$ cat config.mk
export PLATFORM = sky130hd
export DESIGN_NAME = sensor_warning_qualifier_core_flat
export DESIGN_NICKNAME = d
export VERILOG_FILES = /design/src/swq_pkg.sv /design/src/swq_if.sv /design/src/swq_cfg_regs.sv /design/src/swq_classify.sv /design/src/swq_qualify.sv /design/src/sensor_warning_qualifier_core.sv /design/src/flat_wrapper.sv
export SDC_FILE = /design/constraint.sdc
export NUM_CORES = 1
export LEC_CHECK = 0
export BUFFER_PORTS_ARGS = -buffer_cell sky130_fd_sc_hd__buf_4
export CAP_MARGIN = 5
export CORE_AREA = 8 8 140 142
export DETAILED_ROUTE_END_ITERATION = 8
export DIE_AREA = 0 0 148 150
export PLACE_DENSITY_LB_ADDON = 0.3
export RECOVER_POWER = 25
export SYNTH_ARGS = -nofsm -noshare
export SYNTH_HDL_FRONTEND = slang
export SYNTH_SLANG_ARGS = --single-unit
$ cat constraint.sdc
create_clock -name clk_i -period 5 [get_ports clk_i]
set_input_delay 0.5 -clock clk_i [delete_from_list [all_inputs] [get_ports clk_i]]
set_output_delay 0.5 -clock clk_i [all_outputs]
set_load 0.005 [all_outputs]
$ cat src/swq_pkg.sv
// ----------------------------------------------------------------------------
// swq_pkg
// shared types and constants of the sensor warning qualifier
// ----------------------------------------------------------------------------
package swq_pkg;

  localparam int unsigned DistW  = 16;
  localparam int unsigned TempW  = 16;
  localparam int unsigned HumidW = 8;
  localparam int unsigned CountW = 4;
  localparam int unsigned CodeW  = 4;
  localparam int unsigned CfgIdxW  = 3;
  localparam int unsigned CfgDataW = 16;

  // warning codes as reported on the result channel
  typedef enum logic [CodeW-1:0] {
    CODE_NORMAL     = 4'd0,
    CODE_DIST       = 4'd1,
    CODE_TEMP       = 4'd2,
    CODE_HUMID      = 4'd3,
    CODE_DIST_TEMP  = 4'd4,
    CODE_DIST_HUMID = 4'd5,
    CODE_TEMP_HUMID = 4'd6,
    CODE_ALL        = 4'd7,
    CODE_ERROR      = 4'd8
  } swq_code_e;

  // configuration register indexes
  typedef enum logic [CfgIdxW-1:0] {
    REG_DIST_THRESH  = 3'd0,
    REG_TEMP_THRESH  = 3'd1,
    REG_HUMID_THRESH = 3'd2,
    REG_REPEAT_LIMIT = 3'd3,
    REG_DIST_INVALID = 3'd4,
    REG_TEMP_INVALID = 3'd5,
    REG_HUMID_INVALID = 3'd6
  } swq_reg_e;

  typedef struct packed {
    logic        [DistW-1:0]  distance_threshold;
    logic signed [TempW-1:0]  temp_threshold;
    logic        [HumidW-1:0] humid_threshold;
    logic        [CountW-1:0] repeat_limit;
    logic        [DistW-1:0]  distance_invalid;
    logic signed [TempW-1:0]  temp_invalid;
    logic        [HumidW-1:0] humid_invalid;
  } swq_cfg_t;

  typedef struct packed {
    logic                     sample_missing;
    logic        [DistW-1:0]  distance;
    logic signed [TempW-1:0]  temperature;
    logic        [HumidW-1:0] humidity;
  } swq_sample_t;

endpackage

$ cat src/swq_if.sv
// ----------------------------------------------------------------------------
// swq interfaces
// sample, result and configuration channels with valid/ready handshake
// ----------------------------------------------------------------------------
interface swq_sample_if;
  logic                                 valid;
  logic                                 ready;
  logic                                 sample_missing;
  logic        [swq_pkg::DistW-1:0]     distance;
  logic signed [swq_pkg::TempW-1:0]     temperature;
  logic        [swq_pkg::HumidW-1:0]    humidity;

  modport source (output valid, sample_missing, distance, temperature, humidity,
                  input ready);
  modport sink (input valid, sample_missing, distance, temperature, humidity,
                output ready);
endinterface

interface swq_code_if;
  logic                         valid;
  logic                         ready;
  logic [swq_pkg::CodeW-1:0]    alert_code;

  modport source (output valid, alert_code, input ready);
  modport sink (input valid, alert_code, output ready);
endinterface

interface swq_cfg_if;
  logic                           valid;
  logic                           ready;
  logic [swq_pkg::CfgIdxW-1:0]    index;
  logic [swq_pkg::CfgDataW-1:0]   data;

  modport source (output valid, index, data, input ready);
  modport sink (input valid, index, data, output ready);
endinterface

$ cat src/swq_cfg_regs.sv
// ----------------------------------------------------------------------------
// swq_cfg_regs
// configuration register file, written through the cfg channel
// ----------------------------------------------------------------------------
module swq_cfg_regs (
  input  logic              clk_i,
  input  logic              rst_ni,
  input  logic              wr_en_i,
  input  logic [swq_pkg::CfgIdxW-1:0]  wr_idx_i,
  input  logic [swq_pkg::CfgDataW-1:0] wr_data_i,
  output swq_pkg::swq_cfg_t cfg_o
);

  swq_pkg::swq_cfg_t cfg_q, cfg_d;

  always_comb begin
    cfg_d = cfg_q;
    if (wr_en_i) begin
      case (swq_pkg::swq_reg_e'(wr_idx_i))
        swq_pkg::REG_DIST_THRESH:   cfg_d.distance_threshold = wr_data_i;
        swq_pkg::REG_TEMP_THRESH:   cfg_d.temp_threshold     = $signed(wr_data_i);
        swq_pkg::REG_HUMID_THRESH:  cfg_d.humid_threshold    = wr_data_i[swq_pkg::HumidW-1:0];
        swq_pkg::REG_REPEAT_LIMIT:  cfg_d.repeat_limit       = wr_data_i[swq_pkg::CountW-1:0];
        swq_pkg::REG_DIST_INVALID:  cfg_d.distance_invalid   = wr_data_i;
        swq_pkg::REG_TEMP_INVALID:  cfg_d.temp_invalid       = $signed(wr_data_i);
        swq_pkg::REG_HUMID_INVALID: cfg_d.humid_invalid      = wr_data_i[swq_pkg::HumidW-1:0];
        default: ;  // unmapped index, write dropped
      endcase
    end
  end

  always_ff @(posedge clk_i or negedge rst_ni) begin
    if (!rst_ni) begin
      cfg_q.distance_threshold <= 16'd0;
      cfg_q.temp_threshold     <= 16'sh7FFF;
      cfg_q.humid_threshold    <= 8'd255;
      cfg_q.repeat_limit       <= 4'd3;
      cfg_q.distance_invalid   <= 16'hFFFF;
      cfg_q.temp_invalid       <= 16'sh8000;
      cfg_q.humid_invalid      <= 8'd255;
    end else begin
      cfg_q <= cfg_d;
    end
  end

  assign cfg_o = cfg_q;

endmodule

$ cat src/swq_classify.sv
// ----------------------------------------------------------------------------
// swq_classify
// invalid-marker checks and threshold compares into a raw warning code
// ----------------------------------------------------------------------------
module swq_classify (
  input  swq_pkg::swq_sample_t sample_i,
  input  swq_pkg::swq_cfg_t    cfg_i,
  output swq_pkg::swq_code_e   cls_code_o
);

  logic err, dw, tw, hw;

  assign err = sample_i.sample_missing
            || (sample_i.distance    == cfg_i.distance_invalid)
            || (sample_i.temperature == cfg_i.temp_invalid)
            || (sample_i.humidity    == cfg_i.humid_invalid);
  assign dw = sample_i.distance <= cfg_i.distance_threshold;
  assign tw = sample_i.temperature >= cfg_i.temp_threshold;  // signed compare
  assign hw = sample_i.humidity >= cfg_i.humid_threshold;

  always_comb begin
    if (err) begin
      cls_code_o = swq_pkg::CODE_ERROR;
    end else begin
      case ({dw, tw, hw})
        3'b111:  cls_code_o = swq_pkg::CODE_ALL;
        3'b110:  cls_code_o = swq_pkg::CODE_DIST_TEMP;
        3'b101:  cls_code_o = swq_pkg::CODE_DIST_HUMID;
        3'b011:  cls_code_o = swq_pkg::CODE_TEMP_HUMID;
        3'b100:  cls_code_o = swq_pkg::CODE_DIST;
        3'b010:  cls_code_o = swq_pkg::CODE_TEMP;
        3'b001:  cls_code_o = swq_pkg::CODE_HUMID;
        default: cls_code_o = swq_pkg::CODE_NORMAL;
      endcase
    end
  end

endmodule

$ cat src/swq_qualify.sv
// ----------------------------------------------------------------------------
// swq_qualify
// run counter on repeated warning codes and the result code register
// ----------------------------------------------------------------------------
module swq_qualify (
  input  logic                          clk_i,
  input  logic                          rst_ni,
  input  logic                          step_i,
  input  swq_pkg::swq_code_e            cls_code_i,
  input  logic [swq_pkg::CountW-1:0]    repeat_limit_i,
  output logic [swq_pkg::CodeW-1:0]     code_o
);

  swq_pkg::swq_code_e last_q, last_d;
  logic [swq_pkg::CountW-1:0] run_q, run_d;
  logic [swq_pkg::CodeW-1:0]  code_q, code_d;

  always_comb begin
    last_d = last_q;
    run_d  = run_q;
    case (cls_code_i)
      swq_pkg::CODE_ERROR: begin
        last_d = swq_pkg::CODE_ERROR;
        run_d  = repeat_limit_i;
        code_d = swq_pkg::CODE_ERROR;
      end
      swq_pkg::CODE_NORMAL: begin
        last_d = swq_pkg::CODE_NORMAL;
        run_d  = '0;
        code_d = swq_pkg::CODE_NORMAL;
      end
      default: begin
        if (cls_code_i == last_q) begin
          // saturate at the limit
          if (run_q < repeat_limit_i) begin
            run_d = run_q + 1'b1;
          end
        end else begin
          last_d = cls_code_i;
          run_d  = {{(swq_pkg::CountW-1){1'b0}}, 1'b1};
        end
        code_d = (run_d >= repeat_limit_i) ? cls_code_i : swq_pkg::CODE_NORMAL;
      end
    endcase
  end

  always_ff @(posedge clk_i or negedge rst_ni) begin
    if (!rst_ni) begin
      last_q <= swq_pkg::CODE_NORMAL;
      run_q  <= '0;
    end else if (step_i) begin
      last_q <= last_d;
      run_q  <= run_d;
    end
  end

  always_ff @(posedge clk_i) begin
    if (step_i) begin
      code_q <= code_d;
    end
  end

  assign code_o = code_q;

endmodule

$ cat src/sensor_warning_qualifier_core.sv
// ----------------------------------------------------------------------------
// sensor_warning_qualifier_core
// an accepted sample is held in the input reg and classified from it there;
// the run count and result reg then advance once the result reg is free or draining
// throughput: one sample per cycle while the result side takes each code
// on a result stall the input reg still takes one more item, then ready drops
// reset: async active low; config regs take their defaults, last code normal,
// run count zero, both pipeline stages empty
// ----------------------------------------------------------------------------
module sensor_warning_qualifier_core (
  input  logic          clk_i,
  input  logic          rst_ni,
  swq_sample_if.sink    sample_i,
  swq_cfg_if.sink       cfg_i,
  swq_code_if.source    code_o
);

  // ---- configuration ----
  swq_pkg::swq_cfg_t cfg;

  assign cfg_i.ready = 1'b1;  // always ready; writes go straight into the config regs

  swq_cfg_regs u_cfg (
    .clk_i     (clk_i),
    .rst_ni    (rst_ni),
    .wr_en_i   (cfg_i.valid),
    .wr_idx_i  (cfg_i.index),
    .wr_data_i (cfg_i.data),
    .cfg_o     (cfg)
  );

  // ---- input stage ----
  logic                 in_valid_q, in_valid_d;
  swq_pkg::swq_sample_t in_q;
  logic                 out_valid_q, out_valid_d;
  logic                 step;       // item moves from input reg to result reg
  logic                 in_accept;

  // result reg can take an item when empty or being drained this cycle
  assign step      = in_valid_q && (!out_valid_q || code_o.ready);
  assign sample_i.ready = !in_valid_q || step;
  assign in_accept = sample_i.valid && sample_i.ready;

  always_comb begin
    in_valid_d = in_valid_q;
    if (in_accept) begin
      in_valid_d = 1'b1;
    end else if (step) begin
      in_valid_d = 1'b0;
    end
  end

  always_comb begin
    out_valid_d = out_valid_q;
    if (step) begin
      out_valid_d = 1'b1;
    end else if (code_o.ready) begin
      out_valid_d = 1'b0;
    end
  end

  always_ff @(posedge clk_i or negedge rst_ni) begin
    if (!rst_ni) begin
      in_valid_q  <= 1'b0;
      out_valid_q <= 1'b0;
    end else begin
      in_valid_q  <= in_valid_d;
      out_valid_q <= out_valid_d;
    end
  end

  // sample payload, no reset needed
  always_ff @(posedge clk_i) begin
    if (in_accept) begin
      in_q.sample_missing <= sample_i.sample_missing;
      in_q.distance       <= sample_i.distance;
      in_q.temperature    <= sample_i.temperature;
      in_q.humidity       <= sample_i.humidity;
    end
  end

  // ---- classify and qualify ----
  swq_pkg::swq_code_e cls_code;

  swq_classify u_classify (
    .sample_i   (in_q),
    .cfg_i      (cfg),
    .cls_code_o (cls_code)
  );

  swq_qualify u_qualify (
    .clk_i          (clk_i),
    .rst_ni         (rst_ni),
    .step_i         (step),
    .cls_code_i     (cls_code),
    .repeat_limit_i (cfg.repeat_limit),
    .code_o         (code_o.alert_code)
  );

  assign code_o.valid = out_valid_q;

endmodule

$ cat src/flat_wrapper.sv
// flat-port wrapper written by rule: the top's interface ports become plain ports
module sensor_warning_qualifier_core_flat 
  (clk_i, rst_ni, sample_i_valid, sample_i_sample_missing, sample_i_distance, sample_i_temperature, sample_i_humidity, sample_i_ready, cfg_i_valid, cfg_i_index, cfg_i_data, cfg_i_ready, code_o_valid, code_o_alert_code, code_o_ready);
  swq_sample_if sample_i_i ();
  swq_cfg_if cfg_i_i ();
  swq_code_if code_o_i ();
  input  logic clk_i;
  input  logic rst_ni;
  input wire logic [$bits(sample_i_i.valid)-1:0] sample_i_valid;
  input wire logic [$bits(sample_i_i.sample_missing)-1:0] sample_i_sample_missing;
  input wire logic [$bits(sample_i_i.distance)-1:0] sample_i_distance;
  input wire logic [$bits(sample_i_i.temperature)-1:0] sample_i_temperature;
  input wire logic [$bits(sample_i_i.humidity)-1:0] sample_i_humidity;
  output wire logic [$bits(sample_i_i.ready)-1:0] sample_i_ready;
  input wire logic [$bits(cfg_i_i.valid)-1:0] cfg_i_valid;
  input wire logic [$bits(cfg_i_i.index)-1:0] cfg_i_index;
  input wire logic [$bits(cfg_i_i.data)-1:0] cfg_i_data;
  output wire logic [$bits(cfg_i_i.ready)-1:0] cfg_i_ready;
  output wire logic [$bits(code_o_i.valid)-1:0] code_o_valid;
  output wire logic [$bits(code_o_i.alert_code)-1:0] code_o_alert_code;
  input wire logic [$bits(code_o_i.ready)-1:0] code_o_ready;
  assign sample_i_i.valid = sample_i_valid;
  assign sample_i_i.sample_missing = sample_i_sample_missing;
  assign sample_i_i.distance = sample_i_distance;
  assign sample_i_i.temperature = sample_i_temperature;
  assign sample_i_i.humidity = sample_i_humidity;
  assign sample_i_ready = sample_i_i.ready;
  assign cfg_i_i.valid = cfg_i_valid;
  assign cfg_i_i.index = cfg_i_index;
  assign cfg_i_i.data = cfg_i_data;
  assign cfg_i_ready = cfg_i_i.ready;
  assign code_o_valid = code_o_i.valid;
  assign code_o_alert_code = code_o_i.alert_code;
  assign code_o_i.ready = code_o_ready;
  sensor_warning_qualifier_core u_core (.clk_i(clk_i), .rst_ni(rst_ni), .sample_i(sample_i_i), .cfg_i(cfg_i_i), .code_o(code_o_i));
endmodule
* After elaboration in Yosys (flattened, before gate mapping) *
Cells that the tools add are included.

cells by class
  $add $sub $neg = 1
  magnitude comparators = 5
  equal/unequal tests = 19
  muxes and demuxes = 14
  reduce and logical (&&, ||, !) cells = 22

operators by type and width
  cell                                                                      count
  16-bit == test                                                            2
  4-bit two-way mux                                                         6
  4-bit one-hot mux with 2 select lines                                     3
  3-bit == test (second input constant)                                     7
  3-bit one-hot mux with 7 select lines                                     1
  16-bit greater-or-equal comparator                                        1
  16-bit <= comparator                                                      1
  2-bit AND reduction                                                       8
  3-bit by 2-bit == test with 1-bit output (second input constant)          4
  8-bit == test                                                             1
  8-bit greater-or-equal comparator                                         1
  3-bit by 1-bit == test with 1-bit output (second input constant)          2
  1-bit logical OR                                                          5
  4-bit by 1-bit adder with 4-bit output (second input constant)            1
  4-bit == test                                                             1
  4-bit == test (second input constant)                                     1
  4-bit greater-or-equal comparator                                         1
  4-bit logical NOT                                                         1
  4-bit < comparator                                                        1
  1-bit two-way mux                                                         4
  2-bit nonzero test                                                        2
  3-bit logical NOT                                                         1
  3-bit by 1-bit inequality test with 1-bit output (second input constant)  1
  1-bit logical AND                                                         2
  other kinds (2)                                                           3

storage, ports and cells
  flip-flop bits (word level) = 139
  output and inout port bits = 7
  logic and storage cells = 77

* Longest topological paths before layout *
Gate-level depths: netlist of the first run.

  depth after elaboration = 11
  depth in mapped cells = 17
  depth with buffers taken out = 17

* Hierarchy *
From an unflattened synthesis of the first run, not the netlist that was laid out.

second synthesis, totals
  cell total of the unflattened synthesis = 518
  area, all modules = 6967.9 µm²

by module, submodules not included
  module                         instances  cells each  area each (µm²)
  swq_cfg_regs                   1          183         3276.9
  swq_classify                   1          206         1550.2
  sensor_warning_qualifier_core  1          51          1346.3
  swq_qualify                    1          78          794.5

* Worst setup path after synthesis of the first run *
No wires, ideal clock.

  path type = register to register
  from = register u_core.u_cfg.cfg_q (netlist bit u_core.u_cfg.cfg_o[66])
  to = register u_core.u_qualify.code_q (netlist bit u_core.u_qualify.code_o[0]) (data pin)
  library setup time = 265 ps
  data arrival time = 3755 ps
  data required time = 4735 ps
  setup slack = 980 ps
  cell stages (with the launch flop) = 18
  path buffers = 0
  period minus slack after synthesis = 4020 ps
  cell sequence = dfstp_2 > inv_1 > ha_1 > nand4_2 > or4_4 > o311ai_1 > nand4b_4 > a31oi_2 > or3_1 > a31oi_2 > nor3_2 > ha_1 > nand2b_1 > a21o_1 > a21o_1 > a21oi_1 > or2_2 > nor3_1

between the ends
  word-level cells in the longest chain between the ends = 10
  elaborated cells between the ends (all ways) = 18
  classes of those cells = 2 x order compare; 9 x eq/ne; 6 x mux; 1 x reduce/logical

ends and longest elaborated chain
  what                                                                    line                source
  start, declared                                                         swq_cfg_regs.sv:14  swq_pkg::swq_cfg_t cfg_q, cfg_d;
  start signal, assigned                                                  swq_cfg_regs.sv:42  cfg_q <= cfg_d;
  16-bit greater-or-equal comparator (*)                                  swq_classify.sv:18  assign tw = sample_i.temperature >= cfg_i.temp_threshold;
  3-bit by 1-bit == test with 1-bit output, or another cell as far along  swq_classify.sv:25  case ({dw, tw, hw})
  3-bit one-hot mux with 7 select lines (*)                               swq_classify.sv:25
  4-bit two-way mux (*)                                                   swq_classify.sv:22  if (err) begin
  4-bit == test                                                           swq_qualify.sv:33   if (cls_code_i == last_q) begin
  4-bit two-way mux                                                       swq_qualify.sv:33
  4-bit two-way mux                                                       swq_qualify.sv:21   case (cls_code_i)
  4-bit greater-or-equal comparator                                       swq_qualify.sv:42   code_d = (run_d >= repeat_limit_i) ? cls_code_i : swq_pkg::CODE_NORMAL;
  4-bit two-way mux                                                       swq_qualify.sv:42
  4-bit one-hot mux with 2 select lines (*)                               swq_qualify.sv:21
  named net u_core.u_qualify.code_d (one bit)                             swq_qualify.sv:16   logic [swq_pkg::CodeW-1:0] code_q, code_d;
  end signal, assigned                                                    swq_qualify.sv:59   code_q <= code_d;
  end, declared                                                           swq_qualify.sv:16

Mark *: on every way through the listed nets, which the timed path passes. The rest lies on a longest branch. The select of a mux whose other input is x is not followed.
A chain may end at the register's enable or synchronous reset.

* Final worst setup path of the first run *
Ends and elaborated chain as after synthesis.

==> key figures, run 1 <==
Outcome
  • Status: finished, violations left
  • Violations in the final reports: capacitance limit, slew limit

Clock network
  • CTS tree: built
  • Clk sinks: 139
  • # hold bufs at CTS: 0
  • CTS clock-pin slew for the worst setup and hold paths: 0.07 ns
  • Clk_lat worst skew: 0.43 ns
  • CTS Buf Count: 17
  • Buffer levels on the longest clock path: 2
  • Clock root buffer: clkbuf_16
  • H-tree depth: 4
  • Post-cts sizing count: 0
  • Post-CTS Setup Bufs: 0

Power
  • Comb power frac: 20.3%
  • Seq pwr share: 42.5%
  • Leak Pwr: 3.53 nW
  • Post-layout power: 3.67 mW
  • Sw frac: 27.7%
  • Power per cell area: 443 mW/mm²
  • Clock network fraction of total power: 37.2%
  • Net Sw Power: 1.02 mW
  • Internal: 2.65 mW
  • Worst vdd ir: 268 µV

Synth
  • Synthesized net count: 686
  • Post-Syn Area: 0.00686 mm²
  • Area fraction of the dominant cell type after synthesis: 19.7%
  • EDFF count, synth: 45
  • #FFs+latches synth: 139
  • Synth Warn #: 0
  • Area leader, netlist: edfxtp_1
  • Synth Area per Inst: 12.0 µm²
  • Top cells by area, synth: edfxtp_1 20%, dfstp_2 19%, dfrtp_1 16%
  • Most common cell in the netlist: nand2_1
  • Post-synthesis sequential area ratio: 54.9%
  • Synthesized instance count: 573
  • Top_reg_cell synth: dfstp_2
  • Synth top cells by count: 55 x nand2_1, 50 x dfstp_2, 48 x ha_1, 48 x inv_1, 47 x mux2_2
  • Yosys cell types: 58
  • Asr flop ratio synth: 67.6%

Critical path
  • Crit Path Max Fanout: 6
  • CP Class: flip-flop to flip-flop
  • Crit start category: flip-flop
  • CP Capture Type: flip-flop
  • CP arrival: 4.53 ns
  • WP data required: 5.15 ns

Drt
  • DR vias: 4,540
  • WL/cell: 17.5 µm
  • DRC: 0
  • Vias per cell: 5.07
  • Drt initial violations: 319
  • DR pass1 iterations: 4
  • DRT Wirelength: 15,700 µm
  • ANT nets after route: 0

GRT
  • Initial antenna violation count: 0
  • Vias in the first global route: 4,876
  • Tot GR Track Use: 15.0%
  • Grt ovf: 0
  • Largest net degree at the start of global routing: 59
  • First-pass GRT wire length: 25,800 µm

Die
  • Placeable Area: 0.0175 mm²
  • IO Pins: 72
  • FP Rows: 49
  • Die W: 148 µm
  • Die area: 0.0222 mm²
  • Starting Density: 39.1%
  • Die H: 150 µm

Timing
  • Fmax: 228 MHz
  • Max-slew headroom: -122%
  • Max-slew violations: 59
  • Final Cycle Share: 87.7%
  • Setup violations, final: 0
  • Fin. Hold Viols: 0
  • Setup TNS: 0 ns
  • Worst-Margin Slew: 3.32 ns
  • Setup Skew: 0.0136 ns
  • Crit path time final: 4.38 ns
  • RSZ-0062 raised after global routing: no

Place
  • Port Buffers: 70
  • Post-DP Area: 0.00765 mm²
  • Detailed Place HPWL: 11,300 µm
  • GPL Wtd Cong: 0.834

Final layout
  • Antenna diode count: 0
  • Fill count: 1,611
  • Final #Nets: 766
  • Syn-to-layout area delta: 20.9%
  • Share of cells above drive strength 1: 32.7%
  • Finished Cell Area: 0.00829 mm²

Job
  • Max Cap Viol: 1

Hold path
  • HP Class: primary input to flip-flop
sequential cells by signal, indices dropped and copies added, names as in the netlist:
signal                   cells
u_core.code_o.valid          1
u_core.u_cfg.cfg_o          84
u_core.u_qualify.last_q      4
u_core.in_q                 41
u_core.u_qualify.run_q       4
u_core.u_qualify.code_o      4
u_core.in_valid_q            1
through the flow:
stage / hold WS [ns] / utilization, % / setup WS, ns / instances
finish: 0.265 / 47.3 / 0.616 / 895
global route: 0.245 / 47.3 / 0.385 / 895
global placement: 0.472 / 43.6 / 0.818 / 863
floorplan: 0.204 / - / 0.980 / 573
detailed placement: 0.486 / 43.6 / 0.619 / 863
CTS: 0.182 / 47.3 / 0.641 / 895
layout make-up:
class	count	area (µm²)	share of cell area, %
clock buffers	20	458	5.52
clock inverters	12	185	2.23
flip-flops and latches	139	3770	45.4
repair buffers	75	556	6.70
inverters	48	180	2.17
well taps	229	287	3.46
multi-input cells	372	2860	34.5
worst paths after layout:
kind | start | to | slack [ns] | depth (start not counted)
hold reg to reg | u_core.in_valid_q | u_core.code_o.valid | 0.50 | 1
hold / removal | sample_i_temperature[4] | u_core.in_q[12] | 0.27 | 1
setup reg to reg | u_core.u_cfg.cfg_o[66] | u_core.u_qualify.code_o[0] | 0.62 | 17
min in group asynchronous | rst_ni | u_core.u_cfg.cfg_o[78] | 1.20 | 1
setup / recovery | u_core.u_cfg.cfg_o[66] | u_core.u_qualify.code_o[0] | 0.62 | 17
max in group asynchronous | rst_ni | u_core.u_cfg.cfg_o[31] | 1.93 | 2
cells in the final DEF (no fill, tap or decap), types with 4 or more instances in the layout:
cell / netlist / routed
a21oi_1: 22 / 22
buf_4: 1 / 33
xor2_1: 43 / 43
clkinv_4: 0 / 4
o21ai_0: 45 / 45
clkbuf_1: 11 / 4
nand2b_1: 7 / 7
inv_1: 48 / 48
mux2_2: 47 / 47
edfxtp_1: 45 / 45
clkbuf_4: 0 / 40
dfstp_2: 50 / 50
ha_1: 48 / 48
nor3_1: 15 / 13
bufinv_16: 0 / 4
clkbuf_16: 0 / 18
dfrtp_1: 44 / 44
nor4_1: 12 / 12
nand2_1: 55 / 55
a21o_1: 9 / 9
nand4_1: 7 / 7
nor2_1: 8 / 8
per-layer routing:
metal	up-vias	part of all wire (%)	track usage [%]	wire length (µm)
li1	2190	-	-	-
met1	2229	46	18.8	7200
met2	106	48	24.2	7470
met3	15	4.9	4.75	768
met4	0	1.6	4.74	258
met5	-	0	0	0
worst max-delay path, cell delays in order, from the launching register on:
cell and delay, ns:
dfstp_2 0.52, inv_1 0.04, ha_1 0.32, nand4_2 0.15
or4_4 0.56, o311ai_1 0.30, nand4b_4 0.23, a31oi_2 0.15
or3_1 0.34, a31oi_2 0.30, nor3_2 0.11, ha_1 0.29
nand2b_1 0.14, a21o_1 0.17, a21o_1 0.17, a21oi_1 0.12
or2_2 0.14, nor3_1 0.05
cells by family (layout without fill, tap and decap cells):
kind of cell	Yosys count	count (layout)	share of synthesized area (%)
adder cells (fa/ha/maj)	48	48	8.76
flip-flops	139	139	54.9
buffers and inverters	62	155	3.63
AND/OR/NAND/NOR	127	127	9.67
other	1	1	0.0547
AO/OA/AOI/OAI	105	105	9.62
XOR/XNOR	44	44	5.62
multiplexers	47	47	7.72
power by group through the flow:
stage	clock network (mW)	logic (mW)	registers (mW)
after floorplan	0	0.536	1.54
after global placement	0	0.712	1.57
after detailed placement	0	0.743	1.58
after CTS	1.39	0.752	1.56
after global routing	1.45	0.848	1.58
final	1.36	0.746	1.56
Power figures use the tool's default switching activity.
==> inputs of run 2 (changes only) <==
- CORE_AREA: 8 8 140 142 -> 8 8 116 172
- DIE_AREA: 0 0 148 150 -> 0 0 124 180
==> key figures, run 2 (same netlist as run 1, synthesis figures left out) <==
Outcome
  • Status: finished, violations left
  • Violations in the final reports: capacitance limit, slew limit

Drt
  • Top Metal Used: met4
  • Drt initial violations: 248 (-22%)
  • DR vias: 4,584 (+0.97%)
  • WL/cell: 17.5 µm (+0.11%)
  • DR WL met3: 693 µm (-9.8%)
  • ANT nets after route: 0 (unchanged)
  • DR pass1 iterations: 5 (+1)
  • WL met1: 6050 µm (-16%)
  • DRC: 0 (unchanged)
  • Vias per cell: 5.19 (+2.3%)
  • DRT Wirelength: 15,500 µm (-1.2%)
  • Met2 WL: 8010 µm (+7.3%)

Critical path
  • Worst R2R Path Depth: 17 (unchanged)
  • Crit start category: flip-flop
  • CP Class: flip-flop to flip-flop
  • RR Startpoint: u_core.u_cfg.cfg_o[66]
  • WP data required: 5.15 ns (about the same)
  • CP arrival: 4.42 ns (-0.11 ns)
  • Internal reg-to-reg setup slack: 0.73 ns (+0.12 ns)
  • Crit Path Max Fanout: 6 (unchanged)
  • Reg2reg end: u_core.u_qualify.code_o[2]
  • CP Capture Type: flip-flop

Die
  • Die W: 124 µm (-16%)
  • Starting Density: 39.0% (-0.072 points)
  • IO Pins: 72 (unchanged)
  • FP Rows: 60 (+22%)
  • Die H: 180 µm (+20%)
  • Die area: 0.0223 mm² (+0.54%)
  • Placeable Area: 0.0176 mm² (+0.19%)

Place
  • DP Cell Count: 851 (-1.4%)
  • Post-DP Area: 0.00764 mm² (-0.20%)
  • Detailed Place HPWL: 11,500 µm (+1.4%)
  • Port Buffers: 70 (unchanged)
  • GPL Wtd Cong: 0.826 (-1.0%)

Power
  • Worst vdd ir: 242 µV (-9.7%)
  • Sw frac: 27.2% (-0.56 points)
  • Clock network fraction of total power: 36.4% (-0.8 points)
  • Power per cell area: 437 mW/mm² (-1.2%)
  • Comb power frac: 20.4% (about the same)
  • Leak Pwr: 3.52 nW (-0.22%)
  • Seq pwr share: 43.2% (+0.7 points)
  • Internal: 2.63 mW (-0.88%)
  • Post-layout power: 3.61 mW (-1.6%)
  • Net Sw Power: 981 µW (-3.6%)

Final layout
  • Share of cells above drive strength 1: 32.6% (-0.15 points)
  • Final #Nets: 766 (unchanged)
  • Commonest non-fill, non-tap cells in the layout: 55 x nand2_1, 50 x dfstp_2, 48 x inv_1, 48 x ha_1, 47 x mux2_2
  • Antenna diode count: 0 (unchanged)
  • Finished Cell Area: 0.00825 mm² (-0.44%)
  • Largest register FFs: 84 (unchanged)
  • Post-Layout Cell Count: 883 (-1.3%)
  • Syn-to-layout area delta: 20.4%
  • Commonest non-fill, non-tap cell in the layout: nand2_1
  • Fill count: 1,640 (+1.8%)

GRT
  • Grt ovf: 0 (unchanged)
  • Largest net degree at the start of global routing: 57 (-3.4%)
  • Initial antenna violation count: 0 (unchanged)
  • Tot GR Track Use: 14.6% (-0.41 points)
  • Vias in the first global route: 4,871 (-0.10%)
  • First-pass GRT wire length: 24,800 µm (-3.8%)

Timing
  • Fmax: 234 MHz (+2.7%)
  • Max-slew violations: 57 (-3.4%)
  • Worst-Margin Slew: 3.01 ns (-0.316 ns)
  • Fin. Hold Viols: 0 (unchanged)
  • RSZ-0062 raised after global routing: no
  • Setup TNS: 0 ns (unchanged)
  • Crit path time final: 4.27 ns (-0.115 ns)
  • Setup violations, final: 0 (unchanged)
  • Setup Skew: 0.00550 ns (-0.00807 ns)
  • Max-slew headroom: -100% (+21 points)
  • Final Cycle Share: 85.4% (-2.3 points)
  • Worst hold slack: 0.273 ns (+0.00789 ns)

Clock network
  • Post-CTS Setup Bufs: 0 (unchanged)
  • Clk_lat worst skew: 0.42 ns (about the same)
  • CTS tree: built
  • H-tree depth: 4 (unchanged)
  • Post-cts sizing count: 0 (unchanged)
  • # hold bufs at CTS: 0 (unchanged)
  • CTS Buf Count: 17 (unchanged)
  • CTS clock-pin slew for the worst setup and hold paths: 0.06 ns (about the same)
  • Clk sinks: 139 (unchanged)
  • Clock root buffer: clkbuf_16
  • Buffer levels on the longest clock path: 2 (unchanged)

Job
  • Max Cap Viol: 1 (unchanged)

Hold path
  • Hold Path End: u_core.in_q[7]
  • WHS Path Cells: 1 (unchanged)
  • HP Class: primary input to flip-flop
  • Worst hold start: sample_i_humidity[7]
## run 2: through the flow
stage / utilization (%) / setup WS (ns)
final: 47.0 / 0.731
after global routing: 47.0 / 0.438
after CTS: 47.0 / 0.720
after detailed placement: 43.5 / 0.741
after floorplan: - / 0.980
after global placement: 43.5 / 0.793
## run 2: per-layer routing
metal  up-vias  track usage [%]
met1      2219             15.7
li1       2199                -
met4         0             8.22
met2       119             25.1
met5         -                0
met3        47             3.76
## run 2: cell type report
type                    instances  area, µm²  area share [%]
inverters                      48        180            2.18
flip-flops and latches        139       3770            45.6
multi-input cells             372       2860            34.6
repair buffers                 75        559            6.78
clock buffers                  21        450            5.46
well taps                     217        272            3.29
clock inverters                11        168            2.03
## run 2: worst max-delay path, stage by stage, from the launching register on
cell	delay, ns
dfstp_2	0.51
inv_1	0.04
ha_1	0.31
nand4_2	0.14
or4_4	0.56
o311ai_1	0.28
nand4b_4	0.22
a31oi_2	0.15
or3_1	0.35
a31oi_2	0.27
nor3_2	0.09
ha_1	0.29
nand2b_1	0.14
a21o_1	0.17
a21o_1	0.16
a21oi_1	0.12
or2_2	0.14
nor3_1	0.05
## run 2: how the worst max path moves through the flow
stage	start	endpoint	slack, ns	cells after the start
2_1_floorplan	u_core.u_cfg.cfg_o[66]	u_core.u_qualify.code_o[0]	0.98	17
3_3_place_gp	u_core.u_cfg.cfg_o[66]	u_core.u_qualify.code_o[2]	0.79	17
3_5_place_dp	u_core.u_cfg.cfg_o[66]	u_core.u_qualify.code_o[0]	0.74	17
4_1_cts	u_core.u_cfg.cfg_o[66]	u_core.u_qualify.code_o[0]	0.72	17
5_1_grt	u_core.u_cfg.cfg_o[66]	u_core.u_qualify.code_o[0]	0.44	17
6_report	u_core.u_cfg.cfg_o[66]	u_core.u_qualify.code_o[2]	0.73	17
## run 2: power by group through the flow
stage | Clock [mW] | Combinational [mW] | Sequential (mW)
3_5_place_dp | 0 | 0.737 | 1.58
2_1_floorplan | 0 | 0.536 | 1.54
5_1_grt | 1.39 | 0.836 | 1.58
6_report | 1.31 | 0.738 | 1.56
3_3_place_gp | 0 | 0.714 | 1.57
4_1_cts | 1.34 | 0.747 | 1.56
==> inputs of run 3 (changes only) <==
- ABC_AREA: not set -> 1
- CORE_AREA: 8 8 116 172 -> 8 8 117 173
- DIE_AREA: 0 0 124 180 -> 0 0 125 181
- PLACE_DENSITY_LB_ADDON: 0.3 -> 0.15
==> key figures, run 3 <==
Outcome
  • Status: finished, violations left
  • Violations in the final reports: capacitance limit, slew limit

Final layout
  • Largest register FFs: 84 (unchanged)
  • Final #Nets: 933 (+22%)
  • Commonest non-fill, non-tap cells in the layout: 186 x nand2_1, 108 x inv_1, 95 x o21ai_0, 50 x dfstp_2, 48 x ha_1
  • Antenna diode count: 0 (unchanged)
  • Finished Cell Area: 0.00836 mm² (+1.2%)
  • Share of cells above drive strength 1: 20.8% (-12 points)
  • Commonest non-fill, non-tap cell in the layout: nand2_1
  • Syn-to-layout area delta: 19.8%

Power
  • Power per cell area: 449 mW/mm² (+2.6%)
  • Leak Pwr: 3.92 nW (+11%)
  • Post-layout power: 3.75 mW (+3.9%)
  • Worst vdd ir: 223 µV (-7.8%)

Clock network
  • Post-cts sizing count: 0 (unchanged)
  • Post-CTS Setup Bufs: 0 (unchanged)
  • CTS tree: built
  • CTS Buf Count: 17 (unchanged)
  • Buffer levels on the longest clock path: 2 (unchanged)
  • # hold bufs at CTS: 0 (unchanged)
  • CTS clock-pin slew for the worst setup and hold paths: 0.06 ns (about the same)
  • Clk_lat worst skew: 0.43 ns (about the same)
  • H-tree depth: 4 (unchanged)
  • Clock root buffer: clkbuf_16
  • Clk sinks: 139 (unchanged)

Timing
  • Fin. Hold Viols: 0 (unchanged)
  • Setup Skew: 0.00920 ns (+0.00370 ns)
  • Worst-Margin Slew: 3.18 ns (+0.174 ns)
  • Setup TNS: 0 ns (unchanged)
  • Setup violations, final: 0 (unchanged)
  • Max-slew headroom: -112% (-12 points)
  • RSZ-0062 raised after global routing: no
  • Final Cycle Share: 68.8% (-17 points)
  • Crit path time final: 3.44 ns (-0.831 ns)
  • Final worst slack: 1.56 ns (+0.831 ns)
  • Fmax: 291 MHz (+24%)
  • Max-slew violations: 57 (unchanged)

Critical path
  • Crit path depth: 24 (+7)
  • Reg2reg end: u_core.u_qualify.code_o[1]
  • CP top delay family: simple AND/OR/NAND/NOR gates
  • Crit Path Max Fanout: 5 (-1)
  • WP data required: 5.16 ns (about the same)
  • Crit path largest cell delay: 0.53 ns (-0.03 ns)
  • CP arrival: 3.60 ns (-0.82 ns)
  • CP Capture Type: flip-flop
  • Crit path buf inv count: 2 (+1)
  • CP most frequent cell: nand2_1
  • Internal reg-to-reg setup slack: 1.56 ns (+0.83 ns)
  • Crit start category: flip-flop
  • RR Startpoint: u_core.u_cfg.cfg_o[61]
  • Slowest cell on crit path: dfstp_2
  • CP Class: flip-flop to flip-flop
  • Worst R2R Path Depth: 24 (+7)
  • Cell Chain, Critical Path: inv_1 -> ha_1 -> nand2_1 -> nand2_1 -> nand3_1 -> nand2_1 -> a21oi_1 -> nand2_1 -> nand2_1 -> nand3_2 -> nand2_1 -> nand2_1 -> nand3b_1 -> nand2_2 -> nor2_4 -> nand2_4 -> nor2_2 -> ha_1 -> inv_1 -> a21oi_1 -> o21ai_0 -> nand2_1 -> a21oi_1 -> nor2_1

Synth
  • Yosys cell types: 35 (-40%)
  • Post-Syn Area: 0.00697 mm² (+1.7%)
  • Synth Warn #: 0 (unchanged)
  • Asr flop ratio synth: 67.6% (unchanged)
  • Post-synthesis sequential area ratio: 54.0% (-0.91 points)
  • #FFs+latches synth: 139 (unchanged)
  • Area fraction of the dominant cell type after synthesis: 19.4% (-0.33 points)
  • EDFF count, synth: 45 (unchanged)
  • Synthesized instance count: 746 (+30%)
  • Top cells by area, synth: edfxtp_1 19%, dfstp_2 19%, dfrtp_1 16%
  • Synth Area per Inst: 9.35 µm² (-22%)
  • Top_reg_cell synth: dfstp_2
  • Synthesized net count: 859 (+25%)
  • Most common cell in the netlist: nand2_1
  • Synth top cells by count: 186 x nand2_1, 109 x inv_1, 95 x o21ai_0
  • Area leader, netlist: edfxtp_1

Drt
  • Drt initial violations: 284 (+15%)
  • DRC: 0 (unchanged)
  • ANT nets after route: 0 (unchanged)
  • Vias per cell: 4.77 (-8.1%)
  • DRT Wirelength: 16,100 µm (+3.7%)
  • DR vias: 5,012 (+9.3%)
  • DR pass1 iterations: 7 (+2)
  • WL/cell: 15.3 µm (-13%)

Die
  • Die area: 0.0226 mm² (+1.4%)
  • Die W: 125 µm (+0.81%)
  • FP Rows: 60 (unchanged)
  • Placeable Area: 0.0177 mm² (+0.86%)
  • Starting Density: 39.4% (+0.32 points)
  • Die H: 181 µm (+0.56%)
  • IO Pins: 72 (unchanged)

Place
  • Post-DP Area: 0.00771 mm² (+0.97%)
  • GPL Wtd Cong: 0.834 (+0.94%)
  • Dpl ws: 1.55 ns (+0.814 ns)
  • Port Buffers: 70 (unchanged)
  • Detailed Place HPWL: 11,700 µm (+2.3%)

GRT
  • Initial antenna violation count: 0 (unchanged)
  • Largest net degree at the start of global routing: 57 (unchanged)
  • Tot GR Track Use: 15.1% (+0.46 points)
  • Vias in the first global route: 5,425 (+11%)
  • Grt ovf: 0 (unchanged)
  • First-pass GRT wire length: 26,800 µm (+7.7%)

Hold path
  • Worst hold start: sample_i_distance[9]
  • Hold Path End: u_core.in_q[33]
  • HP Class: primary input to flip-flop
  • WHS Path Cells: 1 (unchanged)

Job
  • Max Cap Viol: 1 (unchanged)
run 3: cell types whose count changed in the layout (fill, tap and decap cells not counted), moves of 17 or more:
cell / previous run / this run
o21ai_0: 45 / 95
xor2_1: 43 / 16
mux2_2: 47 / 0
nor2_1: 8 / 35
inv_1: 48 / 108
nand2_1: 55 / 186
xnor2_1: 1 / 18
run 3: how the worst max path moves through the flow:
| stage | from | to | slack, ns |
|---|---|---|---|
| floorplan | u_core.u_cfg.cfg_o[63] | u_core.u_qualify.code_o[0] | 1.96 |
| global placement | u_core.u_cfg.cfg_o[63] | u_core.u_qualify.code_o[0] | 1.67 |
| detailed placement | u_core.u_cfg.cfg_o[61] | u_core.u_qualify.code_o[1] | 1.55 |
| CTS | u_core.u_cfg.cfg_o[61] | u_core.u_qualify.code_o[1] | 1.53 |
| global route | u_core.u_cfg.cfg_o[61] | u_core.u_qualify.code_o[0] | 1.14 |
| finish | u_core.u_cfg.cfg_o[61] | u_core.u_qualify.code_o[1] | 1.56 |
run 3: through the flow:
step | std cells | hold WS (ns) | utilization [%]
after floorplan | 746 | 0.204 | -
after global placement | 1018 | 0.467 | 43.5
after detailed placement | 1018 | 0.475 | 43.5
after CTS | 1050 | 0.173 | 47.2
after global routing | 1050 | 0.251 | 47.2
final | 1050 | 0.268 | 47.2
run 3: layout make-up:
cell class / count / area (µm²)
clock buffers: 22 / 484
clock inverters: 10 / 163
fillers: 1671 / 9360
inverters: 111 / 417
multi-input cells: 480 / 2730
flip-flops and latches: 139 / 3770
well taps: 217 / 272
repair buffers: 71 / 529
run 3: kinds of logic after synthesis:
group                    synth area share (%)
adder cells (fa/ha/maj)                  8.61
AND/OR/NAND/NOR                          16.9
AO/OA/AOI/OAI                            9.22
flip-flops                               54.0
XOR/XNOR                                 4.27
buffers and inverters                    6.89
other                                  0.0538
run 3: report_power, final:
part	switching, mW	internal, mW	total, mW
clock	0.479	0.887	1.37
sequential	0.128	1.43	1.56
combinational	0.486	0.337	0.823
run 3: worst register-to-register path, stage by stage (launching register included):
cell,delay [ns]
dfstp_2,0.53
inv_1,0.04
ha_1,0.29
nand2_1,0.07
nand2_1,0.04
nand3_1,0.06
nand2_1,0.06
a21oi_1,0.22
nand2_1,0.08
nand2_1,0.09
nand3_2,0.09
nand2_1,0.09
nand2_1,0.11
nand3b_1,0.13
nand2_2,0.08
nor2_4,0.13
nand2_4,0.11
nor2_2,0.12
ha_1,0.23
inv_1,0.05
a21oi_1,0.05
o21ai_0,0.14
nand2_1,0.07
a21oi_1,0.22
nor2_1,0.08
run 3: routing by layer:
layer	up-vias	wire (µm)	global-route usage (%)
met5	-	0	0
met2	76	8570	28.0
li1	2546	-	-
met4	0	339	6.51
met1	2368	6580	16.0
met3	22	575	3.24
